<file path="config.mk">
export PLATFORM = sky130hd
export DESIGN_NAME = line_follow_pid_motor_drive_core
export DESIGN_NICKNAME = d
export VERILOG_FILES = /design/src/hw/rtl/lfpd_pkg.sv /design/src/hw/rtl/lfpd_div_lane.sv /design/src/hw/rtl/line_follow_pid_motor_drive_core.sv
export SDC_FILE = /design/constraint.sdc
export NUM_CORES = 2
export LEC_CHECK = 0
export CORE_ASPECT_RATIO = 0.8
export CORE_MARGIN = 2
export CORE_UTILIZATION = 47
export DETAILED_ROUTE_END_ITERATION = 16
export DONT_BUFFER_PORTS = 1
export PLACE_DENSITY_LB_ADDON = 0.05
export REMOVE_ABC_BUFFERS = 1
export SKIP_CTS_REPAIR_TIMING = 1
export SLEW_MARGIN = 20
export SYNTH_ARGS = -nofsm -noshare
export SYNTH_HDL_FRONTEND = slang
export SYNTH_HIERARCHICAL = 1
export SYNTH_SLANG_ARGS = --single-unit
</file>
<file path="constraint.sdc">
create_clock -name clk_i -period 10 [get_ports clk_i]
set_input_delay 1.5 -clock clk_i [delete_from_list [all_inputs] [get_ports clk_i]]
set_output_delay 1.5 -clock clk_i [all_outputs]
set_load 0.01 [all_outputs]
</file>
<file path="src/hw/rtl/lfpd_pkg.sv">
// ----------------------------------------------------------------------------
// lfpd_pkg: shared types and constants of the line follower PID drive
// Register indexes, reset values, datapath widths and the microcode ROM
// that sequences one control update.
// ----------------------------------------------------------------------------
package lfpd_pkg;

  // Field and datapath widths
  localparam int unsigned GainW   = 16;
  localparam int unsigned SpeedW  = 8;
  localparam int unsigned EchoW   = 20;
  localparam int unsigned PosW    = 13;
  localparam int unsigned SumW    = 32;
  localparam int unsigned MulBW   = SumW + 1;
  localparam int unsigned ProdW   = GainW + MulBW;
  localparam int unsigned AccW    = ProdW + 2;
  localparam int unsigned CfgIdxW = 3;
  localparam int unsigned CfgW    = EchoW;
  localparam int unsigned DivSteps = SpeedW;
  localparam int unsigned DivCntW  = $clog2(DivSteps);

  // Register indexes
  typedef enum logic [CfgIdxW-1:0] {
    REG_PROP_GAIN   = 3'd0,
    REG_INTEG_GAIN  = 3'd1,
    REG_DERIV_GAIN  = 3'd2,
    REG_TOP_SPEED   = 3'd3,
    REG_FLOOR_SPEED = 3'd4,
    REG_ECHO_LIMIT  = 3'd5
  } reg_idx_e;

  // Reset values
  localparam logic [GainW-1:0]  PropGainRst   = 16'd26;
  localparam logic [GainW-1:0]  IntegGainRst  = 16'd0;
  localparam logic [GainW-1:0]  DerivGainRst  = 16'd0;
  localparam logic [SpeedW-1:0] TopSpeedRst   = 8'd220;
  localparam logic [SpeedW-1:0] FloorSpeedRst = 8'd170;
  localparam logic [EchoW-1:0]  EchoLimitRst  = 20'd588;

  // Microcode step addresses
  localparam int unsigned UpcW = 4;
  localparam logic [UpcW-1:0] UPC_IDLE   = 4'd0;
  localparam logic [UpcW-1:0] UPC_ERR    = 4'd1;
  localparam logic [UpcW-1:0] UPC_MUL_P  = 4'd2;
  localparam logic [UpcW-1:0] UPC_MUL_I  = 4'd3;
  localparam logic [UpcW-1:0] UPC_MUL_D  = 4'd4;
  localparam logic [UpcW-1:0] UPC_ADD    = 4'd5;
  localparam logic [UpcW-1:0] UPC_CLAMP  = 4'd6;
  localparam logic [UpcW-1:0] UPC_MUL_L  = 4'd7;
  localparam logic [UpcW-1:0] UPC_MUL_R  = 4'd8;
  localparam logic [UpcW-1:0] UPC_DINIT  = 4'd9;
  localparam logic [UpcW-1:0] UPC_DIV    = 4'd10;
  localparam logic [UpcW-1:0] UPC_OUT    = 4'd11;

  // Multiplier operand select
  typedef enum logic [2:0] {
    MS_NONE = 3'd0,
    MS_P    = 3'd1,
    MS_I    = 3'd2,
    MS_D    = 3'd3,
    MS_L    = 3'd4,
    MS_R    = 3'd5
  } msel_e;

  // Accumulator operation
  typedef enum logic [1:0] {
    ACC_HOLD = 2'd0,
    ACC_LOAD = 2'd1,
    ACC_ADD  = 2'd2
  } acc_op_e;

  // Sequencer jump condition
  typedef enum logic [2:0] {
    JC_NEXT     = 3'd0,
    JC_HOLD_IN  = 3'd1,
    JC_HOLD_DIV = 3'd2,
    JC_HOLD_OUT = 3'd3,
    JC_RESTART  = 3'd4
  } jc_e;

  // One control word
  typedef struct packed {
    msel_e   msel;
    logic    mul_en;
    acc_op_e acc_op;
    logic    err_en;
    logic    clamp_en;
    logic    div_init_l;
    logic    div_init_r;
    logic    div_step;
    logic    out_wr;
    jc_e     jc;
  } uword_t;

  // Control of one divider lane
  typedef struct packed {
    logic init;
    logic step;
  } div_ctl_t;

  localparam uword_t UW_NOP = '{msel: MS_NONE, mul_en: 1'b0, acc_op: ACC_HOLD,
                                err_en: 1'b0, clamp_en: 1'b0, div_init_l: 1'b0,
                                div_init_r: 1'b0, div_step: 1'b0, out_wr: 1'b0,
                                jc: JC_NEXT};

  // Microcode ROM
  function automatic uword_t ucode(input logic [UpcW-1:0] upc);
    uword_t w;
    w = UW_NOP;
    case (upc)
      UPC_IDLE:  w.jc = JC_HOLD_IN;
      UPC_ERR:   w.err_en = 1'b1;
      UPC_MUL_P: begin
        w.msel = MS_P;
        w.mul_en = 1'b1;
      end
      UPC_MUL_I: begin
        w.msel = MS_I;
        w.mul_en = 1'b1;
        w.acc_op = ACC_LOAD;
      end
      UPC_MUL_D: begin
        w.msel = MS_D;
        w.mul_en = 1'b1;
        w.acc_op = ACC_ADD;
      end
      UPC_ADD:   w.acc_op = ACC_ADD;
      UPC_CLAMP: w.clamp_en = 1'b1;
      UPC_MUL_L: begin
        w.msel = MS_L;
        w.mul_en = 1'b1;
      end
      UPC_MUL_R: begin
        w.msel = MS_R;
        w.mul_en = 1'b1;
        w.div_init_l = 1'b1;
      end
      UPC_DINIT: w.div_init_r = 1'b1;
      UPC_DIV: begin
        w.div_step = 1'b1;
        w.jc = JC_HOLD_DIV;
      end
      UPC_OUT: begin
        w.out_wr = 1'b1;
        w.jc = JC_HOLD_OUT;
      end
      default:   w.jc = JC_RESTART;
    endcase
    return w;
  endfunction

endpackage

</file>
<file path="src/hw/rtl/lfpd_div_lane.sv">
// ----------------------------------------------------------------------------
// lfpd_div_lane: one bit per cycle restoring divider lane
// Divides a 16-bit dividend by an 8-bit divisor when the quotient is known
// to fit in 8 bits; the high byte seeds the partial remainder.
// ----------------------------------------------------------------------------
module lfpd_div_lane (
  input  logic                                  clk_i,
  input  logic                                  rst_ni,
  input  lfpd_pkg::div_ctl_t                    ctl_i,
  input  logic [2*lfpd_pkg::SpeedW-1:0]         dvd_i,
  input  logic [lfpd_pkg::SpeedW-1:0]           dvs_i,
  output logic [lfpd_pkg::SpeedW-1:0]           quo_o
);

  logic [lfpd_pkg::SpeedW-1:0] rem_q, rem_d;
  logic [lfpd_pkg::SpeedW-1:0] low_q, low_d;
  logic [lfpd_pkg::SpeedW-1:0] quo_q, quo_d;
  logic [lfpd_pkg::SpeedW:0]   trial;
  logic                        fits;

  // Shift in next dividend bit and try the subtraction
  always_comb begin
    trial = {rem_q, low_q[lfpd_pkg::SpeedW-1]};
    fits  = trial >= {1'b0, dvs_i};
    rem_d = rem_q;
    low_d = low_q;
    quo_d = quo_q;
    if (ctl_i.init) begin
      rem_d = dvd_i[2*lfpd_pkg::SpeedW-1:lfpd_pkg::SpeedW];
      low_d = dvd_i[lfpd_pkg::SpeedW-1:0];
      quo_d = '0;
    end else if (ctl_i.step) begin
      rem_d = fits ? lfpd_pkg::SpeedW'(trial - {1'b0, dvs_i})
                   : trial[lfpd_pkg::SpeedW-1:0];
      low_d = {low_q[lfpd_pkg::SpeedW-2:0], 1'b0};
      quo_d = {quo_q[lfpd_pkg::SpeedW-2:0], fits};
    end
  end

  // Remainder and quotient registers
  always_ff @(posedge clk_i) begin
    rem_q <= rem_d;
    low_q <= low_d;
    quo_q <= quo_d;
  end

  assign quo_o = quo_q;

  // Lane is driven by at most one command at a time
  a_one_cmd: assert property (@(posedge clk_i) disable iff (!rst_ni)
    !(ctl_i.init && ctl_i.step))
    else $error("divider lane: init and step together");

  // Loading a dividend clears the quotient
  a_init_clear: assert property (@(posedge clk_i) disable iff (!rst_ni)
    ctl_i.init |=> quo_q == '0)
    else $error("divider lane: quotient not cleared on init");

  // Each step shifts a zero into the low dividend bits
  a_step_shift: assert property (@(posedge clk_i) disable iff (!rst_ni)
    (ctl_i.step && !ctl_i.init) |=> low_q[0] == 1'b0)
    else $error("divider lane: dividend bits not shifted");

endmodule

</file>
<file path="src/hw/rtl/line_follow_pid_motor_drive_core.sv">
// ----------------------------------------------------------------------------
// line_follow_pid_motor_drive_core: PID line follower with differential drive
// Microcoded sequencer over one shared multiplier, an accumulator and two
// divider lanes; turns a line position and echo time into wheel duties.
// ----------------------------------------------------------------------------
// Usage:
//   Input channel (in_valid_i / in_stall_o) carries one word: line position
//   and ultrasonic echo time. Output channel (out_valid_o / out_stall_i)
//   returns one word per input: left and right duty and the obstacle flag.
//   A word is taken when valid is high and stall is low.
//   The program runs 11 steps, the division step repeating once per
//   quotient bit, one quotient bit of both wheels per cycle; this loop
//   sets the cost. The next word is taken only after the program ends:
//   in_stall_o is low only while the sequencer sits at its idle step.
//   The result sits in an output register, so the next word is accepted
//   while a result waits. If the receiver stalls and the next result is
//   ready, the sequencer holds on its last step until the register frees.
//   Reset clears the integral, the previous error, the output valid and
//   loads the default gains and speeds. Registers may be written through
//   the cfg port whenever the block is idle.
// ----------------------------------------------------------------------------
module line_follow_pid_motor_drive_core #(
  parameter int unsigned SENSORS = 6
) (
  input  logic                          clk_i,
  input  logic                          rst_ni,
  // configuration
  input  logic                          cfg_we_i,
  input  logic [lfpd_pkg::CfgIdxW-1:0]  cfg_idx_i,
  input  logic [lfpd_pkg::CfgW-1:0]     cfg_wdata_i,
  // input words
  input  logic                          in_valid_i,
  output logic                          in_stall_o,
  input  logic [lfpd_pkg::PosW-1:0]     line_position_i,
  input  logic [lfpd_pkg::EchoW-1:0]    echo_time_us_i,
  // result words
  output logic                          out_valid_o,
  input  logic                          out_stall_i,
  output logic [lfpd_pkg::SpeedW-1:0]   left_duty_o,
  output logic [lfpd_pkg::SpeedW-1:0]   right_duty_o,
  output logic                          obstacle_stop_o
);

  localparam int unsigned PosMax = (SENSORS - 1) * 1000;
  localparam int unsigned Center = (SENSORS - 1) * 500;
  localparam int unsigned ErrW   = $clog2(Center + 1) + 1;
  localparam int unsigned CmpW   = (ErrW > lfpd_pkg::PosW) ? ErrW : lfpd_pkg::PosW;
  localparam int unsigned GW     = lfpd_pkg::GainW;
  localparam int unsigned SW     = lfpd_pkg::SpeedW;
  localparam int unsigned BW     = lfpd_pkg::MulBW;
  localparam int unsigned PW     = lfpd_pkg::ProdW;
  localparam int unsigned AW     = lfpd_pkg::AccW;
  localparam int unsigned NW     = lfpd_pkg::SumW;

  // Configuration registers
  logic [GW-1:0]                 kp_q, ki_q, kd_q;
  logic [SW-1:0]                 top_q, flo_q;
  logic [lfpd_pkg::EchoW-1:0]    lim_q;

  always_ff @(posedge clk_i or negedge rst_ni) begin
    if (!rst_ni) begin
      kp_q  <= lfpd_pkg::PropGainRst;
      ki_q  <= lfpd_pkg::IntegGainRst;
      kd_q  <= lfpd_pkg::DerivGainRst;
      top_q <= lfpd_pkg::TopSpeedRst;
      flo_q <= lfpd_pkg::FloorSpeedRst;
      lim_q <= lfpd_pkg::EchoLimitRst;
    end else if (cfg_we_i) begin
      case (lfpd_pkg::reg_idx_e'(cfg_idx_i))
        lfpd_pkg::REG_PROP_GAIN:   kp_q  <= cfg_wdata_i[GW-1:0];
        lfpd_pkg::REG_INTEG_GAIN:  ki_q  <= cfg_wdata_i[GW-1:0];
        lfpd_pkg::REG_DERIV_GAIN:  kd_q  <= cfg_wdata_i[GW-1:0];
        lfpd_pkg::REG_TOP_SPEED:   top_q <= cfg_wdata_i[SW-1:0];
        lfpd_pkg::REG_FLOOR_SPEED: flo_q <= cfg_wdata_i[SW-1:0];
        lfpd_pkg::REG_ECHO_LIMIT:  lim_q <= cfg_wdata_i;
        default: ;
      endcase
    end
  end

  // Sequencer
  logic [lfpd_pkg::UpcW-1:0]    upc_q, upc_d;
  lfpd_pkg::uword_t             uw;
  logic [lfpd_pkg::DivCntW-1:0] cnt_q, cnt_d;
  logic                         in_acc, out_acc, out_free;
  logic                         out_valid_q;

  assign uw         = lfpd_pkg::ucode(upc_q);
  assign in_stall_o = (upc_q != lfpd_pkg::UPC_IDLE);
  assign in_acc     = in_valid_i && !in_stall_o;
  assign out_acc    = out_valid_q && !out_stall_i;
  assign out_free   = !out_valid_q || !out_stall_i;

  always_comb begin
    case (uw.jc)
      lfpd_pkg::JC_NEXT:     upc_d = upc_q + 1'b1;
      lfpd_pkg::JC_HOLD_IN:  upc_d = in_acc ? upc_q + 1'b1 : upc_q;
      lfpd_pkg::JC_HOLD_DIV: upc_d = (cnt_q != '0) ? upc_q : upc_q + 1'b1;
      lfpd_pkg::JC_HOLD_OUT: upc_d = out_free ? lfpd_pkg::UPC_IDLE : upc_q;
      default:               upc_d = lfpd_pkg::UPC_IDLE;
    endcase
    cnt_d = cnt_q;
    if (uw.div_init_r) begin
      cnt_d = lfpd_pkg::DivCntW'(lfpd_pkg::DivSteps - 1);
    end else if (uw.div_step && cnt_q != '0) begin
      cnt_d = cnt_q - 1'b1;
    end
  end

  always_ff @(posedge clk_i or negedge rst_ni) begin
    if (!rst_ni) begin
      upc_q <= lfpd_pkg::UPC_IDLE;
      cnt_q <= '0;
    end else begin
      upc_q <= upc_d;
      cnt_q <= cnt_d;
    end
  end

  // Captured input word
  logic [lfpd_pkg::PosW-1:0]  pos_q;
  logic [lfpd_pkg::EchoW-1:0] echo_q;

  always_ff @(posedge clk_i) begin
    if (in_acc) begin
      pos_q  <= line_position_i;
      echo_q <= echo_time_us_i;
    end
  end

  // Error, derivative and saturating integral
  logic [CmpW-1:0]          pos_ext;
  logic [ErrW-1:0]          pos_c;
  logic signed [ErrW:0]     err_wide;
  logic signed [ErrW-1:0]   err_q, prev_q;
  logic signed [ErrW:0]     deriv_q;
  logic signed [NW-1:0]     esum_q;
  logic signed [NW:0]       esum_sum;
  logic signed [NW-1:0]     esum_sat;

  always_comb begin
    pos_ext  = CmpW'(pos_q);
    pos_c    = (pos_ext > CmpW'(PosMax)) ? ErrW'(PosMax) : ErrW'(pos_ext);
    err_wide = $signed({1'b0, pos_c}) - $signed((ErrW+1)'(Center));
    esum_sum = {esum_q[NW-1], esum_q}
             + {{(NW+1-ErrW){err_wide[ErrW-1]}}, err_wide[ErrW-1:0]};
    if (esum_sum[NW] != esum_sum[NW-1]) begin
      esum_sat = esum_sum[NW] ? {1'b1, {(NW-1){1'b0}}} : {1'b0, {(NW-1){1'b1}}};
    end else begin
      esum_sat = esum_sum[NW-1:0];
    end
  end

  always_ff @(posedge clk_i or negedge rst_ni) begin
    if (!rst_ni) begin
      esum_q <= '0;
      prev_q <= '0;
    end else if (uw.err_en) begin
      esum_q <= esum_sat;
      prev_q <= err_wide[ErrW-1:0];
    end
  end

  always_ff @(posedge clk_i) begin
    if (uw.err_en) begin
      err_q   <= err_wide[ErrW-1:0];
      deriv_q <= $signed({err_wide[ErrW-1], err_wide[ErrW-1:0]})
               - $signed({prev_q[ErrW-1], prev_q});
    end
  end

  // Shared multiplier with registered product
  logic signed [GW-1:0] mul_a;
  logic signed [BW-1:0] mul_b;
  logic signed [PW-1:0] prod_q;
  logic [SW-1:0]        sl_q, sr_q, range_q, flo_eff_q;

  always_comb begin
    case (uw.msel)
      lfpd_pkg::MS_P: begin
        mul_a = kp_q;
        mul_b = {{(BW-ErrW){err_q[ErrW-1]}}, err_q};
      end
      lfpd_pkg::MS_I: begin
        mul_a = ki_q;
        mul_b = {esum_q[NW-1], esum_q};
      end
      lfpd_pkg::MS_D: begin
        mul_a = kd_q;
        mul_b = {{(BW-ErrW-1){deriv_q[ErrW]}}, deriv_q};
      end
      lfpd_pkg::MS_L: begin
        mul_a = $signed({{(GW-SW){1'b0}}, range_q});
        mul_b = $signed({{(BW-SW){1'b0}}, sl_q});
      end
      lfpd_pkg::MS_R: begin
        mul_a = $signed({{(GW-SW){1'b0}}, range_q});
        mul_b = $signed({{(BW-SW){1'b0}}, sr_q});
      end
      default: begin
        mul_a = '0;
        mul_b = '0;
      end
    endcase
  end

  always_ff @(posedge clk_i) begin
    if (uw.mul_en) begin
      prod_q <= mul_a * mul_b;
    end
  end

  // Accumulator of the PID terms
  logic signed [AW-1:0] acc_q;
  logic signed [AW-1:0] prod_ext;

  assign prod_ext = {{(AW-PW){prod_q[PW-1]}}, prod_q};

  always_ff @(posedge clk_i) begin
    case (uw.acc_op)
      lfpd_pkg::ACC_LOAD: acc_q <= prod_ext;
      lfpd_pkg::ACC_ADD:  acc_q <= acc_q + prod_ext;
      default: ;
    endcase
  end

  // Clamp to +/- top*256 and split into wheel speeds
  logic signed [SW+9:0] bound;
  logic signed [AW-1:0] bound_ext;
  logic signed [SW+9:0] sc;
  logic [SW+9:0]        lsum, rsum;
  logic [SW:0]          lspd, rspd;
  logic [SW-1:0]        flo_eff;

  always_comb begin
    bound     = $signed({2'b00, top_q, 8'h00});
    bound_ext = {{(AW-SW-10){1'b0}}, bound};
    if (acc_q > bound_ext) begin
      sc = bound;
    end else if (acc_q < -bound_ext) begin
      sc = -bound;
    end else begin
      sc = acc_q[SW+9:0];
    end
    lsum    = bound + sc;
    rsum    = bound - sc;
    lspd    = lsum[SW+8:8];
    rspd    = rsum[SW+8:8];
    flo_eff = (flo_q > top_q) ? top_q : flo_q;
  end

  always_ff @(posedge clk_i) begin
    if (uw.clamp_en) begin
      sl_q      <= (lspd > {1'b0, top_q}) ? top_q : lspd[SW-1:0];
      sr_q      <= (rspd > {1'b0, top_q}) ? top_q : rspd[SW-1:0];
      range_q   <= top_q - flo_eff;
      flo_eff_q <= flo_eff;
    end
  end

  // Remap divisions, one lane per wheel
  lfpd_pkg::div_ctl_t ctl_l, ctl_r;
  logic [SW-1:0]      quo_l, quo_r;

  assign ctl_l = '{init: uw.div_init_l, step: uw.div_step};
  assign ctl_r = '{init: uw.div_init_r, step: uw.div_step};

  lfpd_div_lane u_div_l (
    .clk_i  (clk_i),
    .rst_ni (rst_ni),
    .ctl_i  (ctl_l),
    .dvd_i  (prod_q[2*SW-1:0]),
    .dvs_i  (top_q),
    .quo_o  (quo_l)
  );

  lfpd_div_lane u_div_r (
    .clk_i  (clk_i),
    .rst_ni (rst_ni),
    .ctl_i  (ctl_r),
    .dvd_i  (prod_q[2*SW-1:0]),
    .dvs_i  (top_q),
    .quo_o  (quo_r)
  );

  // Output register
  logic          out_wr;
  logic          stop;
  logic [SW-1:0] left_q, right_q;
  logic          stop_q;

  assign out_wr = uw.out_wr && out_free;
  assign stop   = (echo_q <= lim_q);

  always_ff @(posedge clk_i or negedge rst_ni) begin
    if (!rst_ni) begin
      out_valid_q <= 1'b0;
    end else if (out_wr) begin
      out_valid_q <= 1'b1;
    end else if (out_acc) begin
      out_valid_q <= 1'b0;
    end
  end

  always_ff @(posedge clk_i) begin
    if (out_wr) begin
      stop_q <= stop;
      if (stop || top_q == '0) begin
        left_q  <= '0;
        right_q <= '0;
      end else begin
        left_q  <= flo_eff_q + quo_l;
        right_q <= flo_eff_q + quo_r;
      end
    end
  end

  assign out_valid_o     = out_valid_q;
  assign left_duty_o     = left_q;
  assign right_duty_o    = right_q;
  assign obstacle_stop_o = stop_q;

  // Checks
  a_start: assert property (@(posedge clk_i) disable iff (!rst_ni)
    in_acc |=> upc_q == lfpd_pkg::UPC_ERR)
    else $error("sequencer did not start after accepting a word");

  a_div_loop: assert property (@(posedge clk_i) disable iff (!rst_ni)
    (upc_q == lfpd_pkg::UPC_DIV && cnt_q != '0) |=> upc_q == lfpd_pkg::UPC_DIV)
    else $error("division loop left early");

  a_valid_src: assert property (@(posedge clk_i) disable iff (!rst_ni)
    $rose(out_valid_q) |-> $past(upc_q) == lfpd_pkg::UPC_OUT)
    else $error("result valid raised outside the output step");

  a_stop_zero: assert property (@(posedge clk_i) disable iff (!rst_ni)
    (out_valid_q && stop_q) |-> (left_q == '0 && right_q == '0))
    else $error("obstacle stop with nonzero duty");

  a_err_once: assert property (@(posedge clk_i) disable iff (!rst_ni)
    uw.err_en |-> $past(upc_q) == lfpd_pkg::UPC_IDLE)
    else $error("integral updated without a new word");

endmodule

</file>
==> impl_metrics.tcl <==
set metrics [dict create \
    grt_start_max_net_pins 138 \
    holdPathStages 2 \
    reg2regPathDepth 29 \
    crit_fanout 31 \
    synth_ff_type "edfxtp_1" \
    routed_via_density 5.54 \
    routabilityCongestion 0.910 \
    route.detailed.drc 0 \
    tightest_slew_ns 1.11 \
    dieHeight_um 277 \
    yosys.area.top_type "fa_1" \
    final_cell_mix "751 x inv_1, 535 x nand2_1, 500 x fa_1" \
    ant_nets 0 \
    rsz0062_at_grt "no" \
    min_path_type "flop to flop" \
    vias 32337 \
    htreeDepth 2 \
    crit_required_ns 10.40 \
    synth_cell_types 99 \
    coreArea_um2 91700 \
    ys_warn_count 6 \
    final_hold_viol_count 0 \
    antenna_found_initial 2 \
    multi_input_area_um2 29300 \
    path_class "flop to flop" \
    clock_path_buffers 3 \
    synth.area.top_cells "fa_1 23%, edfxtp_1 17%, ha_1 11%" \
    slew_viol_final 0 \
    cp_slowest_cell "a21oi_1" \
    synth-seq-cells 394 \
    outcome "completed" \
    clock-root-buffer "clkbuf_16" \
    critical_path.max_stage_delay_ns 0.79 \
    cts_sinks 394 \
    dp_hpwl_mm 98.7 \
    final-seq-area_um2 11000 \
    finalInstanceArea_um2 46600 \
    cts_tree "done" \
    drt_iter0_drc 2764 \
    grt_pass1_wl_mm 194 \
    min_period_ns 9.31 \
    fin_nets 5519 \
    portBuffers 0 \
    path_clk_slew_ns 0.06 \
    drive_above_1_share_pct 7.84 \
    first_global_vias 32101 \
    seq_area_frac_synth_pct 25.2 \
    final.setup.worst_slack_ns 0.689 \
    dieWidth_um 345 \
    finalClockSkew_ns 0.0453 \
    syn_area_um2 43700 \
    num_io_pins 80 \
    synthArstFlopShare_pct 34.8 \
    arrival_ns 9.71 \
    drv_cap 0 \
    endpoint_kind "flop" \
    rows 99 \
    avgSynthCellArea_um2 9.42 \
    crit_path_start_kind "flop" \
    fill_cells 8603 \
    wl_per_cell_um 21.2 \
    fin_crit_sh_pct 93.1 \
    die_area_um2 95400 \
    dr.pass1.iters 9 \
    slew-limit-headroom_pct 26.0 \
    area_growth_pct 6.84 \
    place_area_um2 45100 \
    synth.top_cell.area_share_pct 22.9 \
    synth_edf_count 241 \
    grt_usage_pct 26.3 \
    crit_top_cell "fa_1" \
    worstSkewPairLatency_ns 0.63 \
    initial_utilization_pct 47.6 \
    fmaxAchievable_mhz 107 \
    wl_mm 124 \
    setup_violations 0 \
    overflow 0 \
    insertedDiodeCount 0 \
    syn_inst 4634 \
    layout_commonest_cell "inv_1" \
    place_ws_ns 0.545 \
    numCtsBuffers 46 \
]
## cells by family after synthesis
kind of cell / after synthesis / share of synthesized area, %
flops: 394 / 25.2
simple gates: 1333 / 13.5
mux: 168 / 4.32
xor+xnor: 163 / 3.27
fa+ha+maj: 867 / 33.4
buf+inv: 905 / 7.89
compound gates: 804 / 12.4
## critical path, delay by kind of cell (launching register included)
family | cells | cell delay, ns
AOI/OAI and AO/OA | 10 | 3.56
buffers and inverters | 6 | 0.58
and+or+nand+nor | 5 | 0.74
adders and majority gates | 8 | 3.76
DFF | 1 | 0.42
## through the flow
step,util (%),hold slack [ns],instances,TNS (ns)
after detailed placement,49.2,0.470,5755,0
after CTS,50.9,0.484,5841,0
after global routing,50.9,0.513,5841,0
after global placement,49.2,0.462,5755,0
final,50.9,0.479,5841,0
after floorplan,-,0.449,4483,-3.94
## Yosys cell counts (8+ instances only)
| cell type | n |
|---|---|
| inv_1 | 752 |
| nand2_1 | 536 |
| fa_1 | 500 |
| nor2_1 | 451 |
| ha_1 | 367 |
| edfxtp_1 | 241 |
| a21oi_1 | 209 |
| o21ai_0 | 144 |
| mux2_2 | 136 |
| clkbuf_1 | 122 |
| dfrtp_1 | 121 |
| xnor2_1 | 116 |
| a21o_1 | 111 |
| nand3_1 | 57 |
| xor2_1 | 47 |
| a31oi_1 | 46 |
| nor3_1 | 39 |
| nor2b_1 | 37 |
| nand4_1 | 36 |
| nand2b_1 | 33 |
| a22oi_1 | 31 |
| o31ai_1 | 29 |
| o21a_1 | 27 |
| mux2i_1 | 25 |
| a211oi_1 | 23 |
| nor4_1 | 22 |
| and3_1 | 21 |
| o21bai_1 | 21 |
| and2_1 | 20 |
| o211ai_1 | 18 |
| dfstp_2 | 16 |
| dfxtp_1 | 16 |
| buf_1 | 15 |
| or3_1 | 15 |
| a311oi_1 | 12 |
| and4_1 | 12 |
| o21ai_1 | 11 |
| a211o_1 | 10 |
| a21boi_0 | 10 |
| or2_2 | 10 |
| a222oi_1 | 9 |
| nand3b_1 | 8 |
## metal layers
metal / GRT usage, % / vias up / part of all wire, %
li1: - / 15311 / -
met5: 0 / - / 0
met1: 43.1 / 15900 / 51
met3: 5.88 / 109 / 8.5
met4: 4.97 / 0 / 1.9
met2: 34.9 / 1017 / 38
## sequential cells by signal, indices dropped and copies added (netlist names), 13 cells and up
signal / count
acc_q: 51
prev_q: 13
esum_q: 32
echo_q: 20
ki_q: 16
pos_ext: 13
lim_q: 20
kd_q: 16
deriv_q: 14
prod_q: 49
err_q: 13
kp_q: 16
## area by class of cell
class | count | share of cell area [%]
Multi-Input combinational cell | 3335 | 62.9
Sequential cell | 394 | 23.6
Inverter | 754 | 6.07
Tap cell | 1212 | 3.25
Clock buffer | 65 | 2.77
Timing Repair Buffer | 60 | 0.966
Clock inverter | 21 | 0.451
## path summary, 6_finish.rpt
kind / startpoint / endpoint / slack (ns)
max: upc_q[0] / prod_q[45] / 0.69
min: prev_q[3] / prev_q[3] / 0.48
max reg2reg: upc_q[0] / prod_q[45] / 0.69
min reg2reg: prev_q[3] / prev_q[3] / 0.48
max in group asynchronous: rst_ni / flo_q[3] / 9.13
min in group asynchronous: rst_ni / esum_q[1] / 0.58
Power is left out: the tool's default activity adds up to more than one toggle a clock period on the data nets, which glitch-free logic cannot reach.
